### src/ptt_pkg.sv
// types and codes shared by the periodic timer table
package ptt_pkg;

    localparam int ID_W         = 16;
    localparam int PERIOD_W     = 16;
    localparam int TICK_W       = 32;
    localparam int RESULT_LIMIT = 16;
    localparam int FIRE_W       = $clog2(RESULT_LIMIT + 1);
    localparam int STEP_W       = $clog2(TICK_W);

    typedef enum logic [1:0] {
        CMD_ADD    = 2'd0,
        CMD_REMOVE = 2'd1,
        CMD_TICK   = 2'd2,
        CMD_NONE   = 2'd3
    } cmd_t;

    typedef enum logic [1:0] {
        ST_OK        = 2'd0,
        ST_ZERO_PER  = 2'd1,
        ST_FULL      = 2'd2,
        ST_NOT_FOUND = 2'd3
    } status_t;

    typedef enum logic {
        KIND_STATUS = 1'b0,
        KIND_FIRE   = 1'b1
    } kind_t;

    typedef struct packed {
        logic [1:0]          cmd;
        logic [ID_W-1:0]     timer_id;
        logic [PERIOD_W-1:0] period;
    } req_beat_t;

    typedef struct packed {
        logic            kind;
        logic [ID_W-1:0] fired_id;
        logic [1:0]      status;
        logic            last;
    } rsp_beat_t;

    typedef struct packed {
        logic [ID_W-1:0]     id;
        logic [PERIOD_W-1:0] period;
    } entry_t;

endpackage

### src/periodic_timer_table.sv
// periodic timer table with a shared serial remainder unit
//
// Holds up to MAX_TIMERS (id, period) timers and a 32-bit tick counter. One request
// beat is taken at a time; req_stall stays high until every result beat of that
// request has been loaded into the output register. An add gives one status beat. A
// remove reads the entries in turn, moves the last entry into the place of each one
// whose id matches, then gives one status beat. A tick finds each stored entry's
// remainder of the tick counter with one shift-subtract unit at one quotient bit per
// cycle, and the table sits in a memory with one read port, read one entry at a time.
// A tick gives one fire beat per due entry, in table order, at most 16, the last one
// flagged; no beat when nothing is due.
module periodic_timer_table
    import ptt_pkg::*;
#(
    parameter int MAX_TIMERS = 16
)
(
    input  logic      clk,
    input  logic      rst_n,
    input  logic      req_valid,
    output logic      req_stall,
    input  req_beat_t req,
    output logic      rsp_valid,
    input  logic      rsp_stall,
    output rsp_beat_t rsp
);

    localparam int IDX_W = (MAX_TIMERS > 1) ? $clog2(MAX_TIMERS) : 1;
    localparam int CNT_W = $clog2(MAX_TIMERS + 1);

    typedef enum logic [3:0] {
        S_IDLE,
        S_ADD,
        S_STATUS,
        S_RM_RD,
        S_RM_CHK,
        S_RM_MOVE,
        S_T_RD,
        S_T_LOAD,
        S_T_DIV,
        S_T_HIT,
        S_T_END
    } state_t;

    state_t                state_reg, state_next;
    logic [ID_W-1:0]       id_reg, id_next;
    logic [PERIOD_W-1:0]   period_reg, period_next;
    logic [CNT_W-1:0]      count_reg, count_next;
    logic [CNT_W-1:0]      idx_reg, idx_next;
    logic [1:0]            status_reg, status_next;
    logic [TICK_W-1:0]     tick_reg, tick_next;
    logic [TICK_W-1:0]     div_reg, div_next;
    logic [PERIOD_W-1:0]   rem_reg, rem_next;
    logic [STEP_W-1:0]     step_reg, step_next;
    logic [FIRE_W-1:0]     fire_cnt_reg, fire_cnt_next;
    logic                  pend_valid_reg, pend_valid_next;
    logic [ID_W-1:0]       pend_id_reg, pend_id_next;
    logic                  rsp_valid_reg, rsp_valid_next;
    rsp_beat_t             rsp_reg, rsp_next;

    entry_t                entry_mem_reg [MAX_TIMERS];
    entry_t                rd_entry_reg;

    logic                  rd_en;
    logic [IDX_W-1:0]      rd_addr;
    logic                  wr_en;
    logic [IDX_W-1:0]      wr_addr;
    entry_t                wr_data;

    logic                  out_free;
    logic [CNT_W-1:0]      cnt_m1;
    logic [PERIOD_W:0]     rem_shift;
    logic [PERIOD_W:0]     rem_diff;

    assign req_stall = (state_reg != S_IDLE);
    assign rsp_valid = rsp_valid_reg;
    assign rsp       = rsp_reg;
    assign out_free  = !rsp_valid_reg || !rsp_stall;
    assign cnt_m1    = count_reg - CNT_W'(1);
    assign rem_shift = {rem_reg, div_reg[TICK_W-1]};
    assign rem_diff  = rem_shift - {1'b0, rd_entry_reg.period};

    always_ff @(posedge clk)
    begin
        if (wr_en)
        begin
            entry_mem_reg[wr_addr] <= wr_data;
        end
        if (rd_en)
        begin
            rd_entry_reg <= entry_mem_reg[rd_addr];
        end
    end

    always_comb
    begin
        state_next      = state_reg;
        id_next         = id_reg;
        period_next     = period_reg;
        count_next      = count_reg;
        idx_next        = idx_reg;
        status_next     = status_reg;
        tick_next       = tick_reg;
        div_next        = div_reg;
        rem_next        = rem_reg;
        step_next       = step_reg;
        fire_cnt_next   = fire_cnt_reg;
        pend_valid_next = pend_valid_reg;
        pend_id_next    = pend_id_reg;
        rsp_valid_next  = rsp_valid_reg && rsp_stall;
        rsp_next        = rsp_reg;
        rd_en           = 1'b0;
        rd_addr         = idx_reg[IDX_W-1:0];
        wr_en           = 1'b0;
        wr_addr         = idx_reg[IDX_W-1:0];
        wr_data         = rd_entry_reg;

        unique case (state_reg)
            S_IDLE:
            begin
                if (req_valid)
                begin
                    id_next       = req.timer_id;
                    period_next   = req.period;
                    idx_next      = '0;
                    status_next   = ST_NOT_FOUND;
                    fire_cnt_next = '0;
                    unique case (req.cmd)
                        CMD_ADD:    state_next = S_ADD;
                        CMD_REMOVE: state_next = S_RM_RD;
                        CMD_TICK:   state_next = S_T_RD;
                        default:    state_next = S_IDLE;
                    endcase
                end
            end
            S_ADD:
            begin
                if (period_reg == '0)
                begin
                    status_next = ST_ZERO_PER;
                end
                else if (count_reg >= CNT_W'(MAX_TIMERS))
                begin
                    status_next = ST_FULL;
                end
                else
                begin
                    wr_en       = 1'b1;
                    wr_addr     = count_reg[IDX_W-1:0];
                    wr_data     = '{id: id_reg, period: period_reg};
                    count_next  = count_reg + CNT_W'(1);
                    status_next = ST_OK;
                end
                state_next = S_STATUS;
            end
            S_STATUS:
            begin
                if (out_free)
                begin
                    rsp_valid_next = 1'b1;
                    rsp_next       = '{kind: KIND_STATUS, fired_id: '0,
                                       status: status_reg, last: 1'b1};
                    state_next     = S_IDLE;
                end
            end
            S_RM_RD:
            begin
                if (idx_reg < count_reg)
                begin
                    rd_en      = 1'b1;
                    state_next = S_RM_CHK;
                end
                else
                begin
                    state_next = S_STATUS;
                end
            end
            S_RM_CHK:
            begin
                if (rd_entry_reg.id == id_reg)
                begin
                    status_next = ST_OK;
                    count_next  = cnt_m1;
                    rd_en       = 1'b1;
                    rd_addr     = cnt_m1[IDX_W-1:0];
                    state_next  = S_RM_MOVE;
                end
                else
                begin
                    idx_next   = idx_reg + CNT_W'(1);
                    state_next = S_RM_RD;
                end
            end
            S_RM_MOVE:
            begin
                // last entry fills the hole, then is checked again
                wr_en      = 1'b1;
                state_next = S_RM_RD;
            end
            S_T_RD:
            begin
                if (idx_reg < count_reg)
                begin
                    rd_en      = 1'b1;
                    state_next = S_T_LOAD;
                end
                else
                begin
                    state_next = S_T_END;
                end
            end
            S_T_LOAD:
            begin
                if (rd_entry_reg.period == '0)
                begin
                    idx_next   = idx_reg + CNT_W'(1);
                    state_next = S_T_RD;
                end
                else
                begin
                    div_next   = tick_reg;
                    rem_next   = '0;
                    step_next  = '0;
                    state_next = S_T_DIV;
                end
            end
            S_T_DIV:
            begin
                div_next = {div_reg[TICK_W-2:0], 1'b0};
                if (!rem_diff[PERIOD_W])
                begin
                    rem_next = rem_diff[PERIOD_W-1:0];
                end
                else
                begin
                    rem_next = rem_shift[PERIOD_W-1:0];
                end
                step_next = step_reg + STEP_W'(1);
                if (step_reg == STEP_W'(TICK_W - 1))
                begin
                    state_next = S_T_HIT;
                end
            end
            S_T_HIT:
            begin
                if (rem_reg == '0 && fire_cnt_reg < FIRE_W'(RESULT_LIMIT))
                begin
                    if (!pend_valid_reg || out_free)
                    begin
                        if (pend_valid_reg)
                        begin
                            rsp_valid_next = 1'b1;
                            rsp_next       = '{kind: KIND_FIRE, fired_id: pend_id_reg,
                                               status: ST_OK, last: 1'b0};
                        end
                        pend_valid_next = 1'b1;
                        pend_id_next    = rd_entry_reg.id;
                        fire_cnt_next   = fire_cnt_reg + FIRE_W'(1);
                        idx_next        = idx_reg + CNT_W'(1);
                        state_next      = S_T_RD;
                    end
                end
                else
                begin
                    idx_next   = idx_reg + CNT_W'(1);
                    state_next = S_T_RD;
                end
            end
            S_T_END:
            begin
                if (!pend_valid_reg || out_free)
                begin
                    if (pend_valid_reg)
                    begin
                        rsp_valid_next = 1'b1;
                        rsp_next       = '{kind: KIND_FIRE, fired_id: pend_id_reg,
                                           status: ST_OK, last: 1'b1};
                    end
                    pend_valid_next = 1'b0;
                    tick_next       = tick_reg + TICK_W'(1);
                    state_next      = S_IDLE;
                end
            end
            default:
            begin
                state_next = S_IDLE;
            end
        endcase
    end

    always_ff @(posedge clk or negedge rst_n)
    begin
        if (!rst_n)
        begin
            state_reg      <= S_IDLE;
            count_reg      <= '0;
            tick_reg       <= '0;
            pend_valid_reg <= 1'b0;
            rsp_valid_reg  <= 1'b0;
            idx_reg        <= '0;
            step_reg       <= '0;
            fire_cnt_reg   <= '0;
        end
        else
        begin
            state_reg      <= state_next;
            count_reg      <= count_next;
            tick_reg       <= tick_next;
            pend_valid_reg <= pend_valid_next;
            rsp_valid_reg  <= rsp_valid_next;
            idx_reg        <= idx_next;
            step_reg       <= step_next;
            fire_cnt_reg   <= fire_cnt_next;
        end
    end

    always_ff @(posedge clk)
    begin
        id_reg      <= id_next;
        period_reg  <= period_next;
        status_reg  <= status_next;
        div_reg     <= div_next;
        rem_reg     <= rem_next;
        pend_id_reg <= pend_id_next;
        rsp_reg     <= rsp_next;
    end

endmodule
### config.mk
export PLATFORM = sky130hd
export DESIGN_NAME = periodic_timer_table
export DESIGN_NICKNAME = d
export VERILOG_FILES = /design/src/ptt_pkg.sv /design/src/periodic_timer_table.sv
export SDC_FILE = /design/constraint.sdc
export NUM_CORES = 1
export LEC_CHECK = 0
export BUFFER_PORTS_ARGS = -buffer_cell sky130_fd_sc_hd__buf_2
export CORE_ASPECT_RATIO = 1.5
export CORE_UTILIZATION = 60
export CTS_CLUSTER_SIZE = 8
export DETAILED_ROUTE_END_ITERATION = 8
export PLACE_DENSITY_LB_ADDON = 0.2
export REMOVE_ABC_BUFFERS = 1
export SYNTH_ARGS = -nofsm -noshare
export SYNTH_HDL_FRONTEND = slang
export SYNTH_SLANG_ARGS = --single-unit
### constraint.sdc
create_clock -name clk -period 4 [get_ports clk]
set_input_delay 0.8 -clock clk [delete_from_list [all_inputs] [get_ports clk]]
set_output_delay 0.8 -clock clk [all_outputs]
set_load 0.02 [all_outputs]
==> flow_metrics.env <==
export IMPL_initial_core_util=0.610
export IMPL_critical_path_buf_inv_count=3
export IMPL_worst_slew_pin_slew_ps=1110
export IMPL_p_per_area_nw_per_um2=580
export IMPL_whs_path_depth=1
export IMPL_synth_top_area_frac=0.656
export IMPL_crit_slowest_cell="or4_1"
export IMPL_drive_gt1_frac=0.131
export IMPL_synth_warnings=0
export IMPL_hold_path_startpoint="req[16]"
export IMPL_async_flop_share=0.0806
export IMPL_dp_hpwl_mm=41.8
export IMPL_synth_cell_types=65
export IMPL_reg2reg_depth=11
export IMPL_grt_overflow=0
export IMPL_grt_start_max_net_pins=129
export IMPL_path_delay_family="simple AND/OR/NAND/NOR gates"
export IMPL_grt_pass1_wl_mm=117
export IMPL_ioPinCount=60
export IMPL_whs_ps=339
export IMPL_timing_final_crit_period_ps=3610
export IMPL_grt_util_all_layers=0.309
export IMPL_multi_input_area_um2=8370
export IMPL_endpoint_kind="flip-flop"
export IMPL_power_mw=20.2
export IMPL_die_h_um=277
export IMPL_numCtsBuffers=99
export IMPL_hold_end="id_reg[0]$_DFFE_PP_"
export IMPL_regArea_um2=21300
export IMPL_post_cts_setup_buffers=0
export IMPL_worst_r2r_setup_slack_ps=390
export IMPL_grt_pass1_vias=19800
export IMPL_die_area_um2=51400
export IMPL_synth_edff_count=662
export IMPL_final_cells=3018
export IMPL_largest_reg_flops=512
export IMPL_clk_pin_slew_ps=50
export IMPL_regToRegStartpoint="id_reg[6]$_DFFE_PP_"
export IMPL_worstPathRequired_ps=4360
export IMPL_maxCapViolations=0
export IMPL_portBuffers=59
export IMPL_crit_path_max_incr_delay_ps=540
export IMPL_relSlewSlack=0.263
export IMPL_cts_sinks=720
export IMPL_vias_per_cell=6.48
export IMPL_drt_iter0_drc=1885
export IMPL_rsz0062_at_grt="no"
export IMPL_clock_latency_ps=650
export IMPL_ys_flop_type="edfxtp_1"
export IMPL_fin_nets=2388
export IMPL_avgSynthCellArea_um2=13.7
export IMPL_max_freq_mhz=277
export IMPL_synth_area_leaders="edfxtp_1 (66%), nand2_1 (5.2%), dfrtp_1 (4.8%)"
export IMPL_ctsResizeCount=0
export IMPL_drt_wl_total_mm=77.5
export IMPL_numPlacedInstances=2880
export IMPL_synthCells=2213
export IMPL_cts_root_buf="clkbuf_16"
export IMPL_die_x_um=185
export IMPL_fin_area_um2=34800
export IMPL_cp_common_cell="buf_12"
export IMPL_ys_ff_latch=720
export IMPL_finalCritPeriodShare=0.903
export IMPL_final_antenna_net_count=0
export IMPL_ctsHoldBuffers=0
export IMPL_r2r_end="rd_entry_reg[0]$_DFFE_PP_"
export IMPL_cts_tree="yes"
export IMPL_arrival_ps=3970
export IMPL_clk_path_buf_depth=3
export IMPL_drt_pass1_iterations=6
export IMPL_synth_area_um2=30300
export IMPL_power_static_leakage_nw=11.9
export IMPL_dpl_cell_area_um2=32100
export IMPL_final_util=0.701
export IMPL_htree_levels=3
export IMPL_route_detailed_drc=0
export IMPL_gp_congestion=0.917
export IMPL_synth_top_area_cell="edfxtp_1"
export IMPL_maxSlewViolCount=0
export IMPL_wl_per_cell_um=25.7
export IMPL_diodes=0
export IMPL_path_class="flip-flop to flip-flop"
export IMPL_antenna_found_initial=0
export IMPL_critical_path_peak_fanout=28
export IMPL_finalHoldViolations=0
export IMPL_path_cells="xnor2_1 -> nand4_1 -> nor4_2 -> buf_4 -> a21oi_4 -> or2_4 -> buf_12 -> buf_12 -> a211oi_1 -> a311oi_1 -> or4_1"
export IMPL_synth_seq_area_share=0.704
export IMPL_status="complete, no violations"
export IMPL_peakVddDrop_mv=0.447
export IMPL_hold_class="primary input to flip-flop"
export IMPL_core_um2=49700
export IMPL_finalSetupViolCount=0
export IMPL_rows=100
export IMPL_num_fill_cells=3265
export IMPL_syn_to_final_growth_pct=15.0
export IMPL_fin_skew_ps=22.5
export IMPL_vias=19600
export IMPL_start_kind="flip-flop"
layout make-up:
type | count | share of cell area
clock buffer | 133 | 0.0760
clock inverter | 5 | 0.00302
inverter | 39 | 0.00420
multi-input combinational | 1311 | 0.240
sequential | 720 | 0.612
tap | 663 | 0.0238
timing repair buffer | 147 | 0.0404
worst max path at each step:
stage / startpoint / end / slack (ps) / cells past startpoint
after CTS: id_reg[6]$_DFFE_PP_ / rd_entry_reg[2]$_DFFE_PP_ / 390 / 11
after floorplan: state_reg[3]$_DFFE_PN0P_ / rd_entry_reg[30]$_DFFE_PP_ / -9000 / 7
after global placement: rd_entry_reg[28]$_DFFE_PP_ / rd_entry_reg[0]$_DFFE_PP_ / 540 / 11
after detailed placement: id_reg[6]$_DFFE_PP_ / rd_entry_reg[2]$_DFFE_PP_ / 420 / 11
final: id_reg[6]$_DFFE_PP_ / rd_entry_reg[0]$_DFFE_PP_ / 390 / 11
after global routing: id_reg[6]$_DFFE_PP_ / rd_entry_reg[5]$_DFFE_PP_ / 230 / 11
logic make-up (layout without fill, tap and decap cells):
kind of cell	after synthesis	after routing	share of synthesized area
compound gates	376	376	0.0940
xor+xnor	69	69	0.0200
fa+ha+maj	32	32	0.0135
buf+inv	182	324	0.0256
flops	720	720	0.704
mux	36	36	0.0127
simple gates	798	798	0.130
where the power goes:
group / internal (mW) / switching [mW] / total [mW]
combinational: 1.04 / 2.15 / 3.19
sequential: 9.22 / 0.278 / 9.50
clock: 4.54 / 2.99 / 7.53
total: 14.8 / 5.42 / 20.2
synthesized netlist by cell type (6+ instances only):
library cell / number
nand3_1: 20
nor3b_1: 130
edfxtp_1: 662
clkbuf_1: 100
a31oi_1: 10
a211oi_1: 132
buf_2: 25
mux2i_1: 16
dfrtp_1: 58
ha_1: 31
o21ai_0: 35
nand2_1: 417
nor3_1: 18
a21o_1: 7
and2_1: 6
nor2_1: 82
nor2b_1: 23
xnor2_1: 51
nand4_1: 19
and3_1: 11
a21oi_1: 25
o22ai_1: 7
a311oi_1: 129
or4_1: 32
mux2_2: 20
xor2_1: 18
nand2b_1: 7
buf_4: 10
nor4_1: 17
inv_1: 39
layout by cell type, fill, tap and decap left out, types with 35 or more instances in the layout:
master     Yosys  layout
buf_4         10      52
a211oi_1     132     132
inv_1         39      38
edfxtp_1     662     662
buf_2         25      59
a311oi_1     129     129
nor3b_1      130     130
o21ai_0       35      35
clkbuf_16      0     101
xnor2_1       51      51
nor2_1        82      64
dfrtp_1       58      58
buf_12         0      36
nand2_1      417     417
stage by stage:
stage / worst slack, ps / TNS [ps]
after detailed placement: 420 / 0
after global placement: 537 / 0
final: 390 / 0
after global routing: 234 / 0
after CTS: 395 / 0
after floorplan: -9000 / -1126130
metal layers:
| layer | global-route usage | vias to the layer above | routed length [µm] |
|---|---|---|---|
| li1 | - | 8633 | - |
| met1 | 0.375 | 9648 | 27100 |
| met2 | 0.531 | 1054 | 40200 |
| met3 | 0.0472 | 229 | 6780 |
| met4 | 0.159 | 0 | 3460 |
| met5 | 0 | - | 0 |
worst reg2reg max path: cells and delay by family (launching register included):
family                    cells  cell delay, ps
xor gates and xnor gates      1             310
AOI/OAI and AO/OA             3             480
and+or+nand+nor               4            1400
buffers and inverters         3             660
DFF                           1             460
No activity file was read; power rests on OpenSTA's default activity.
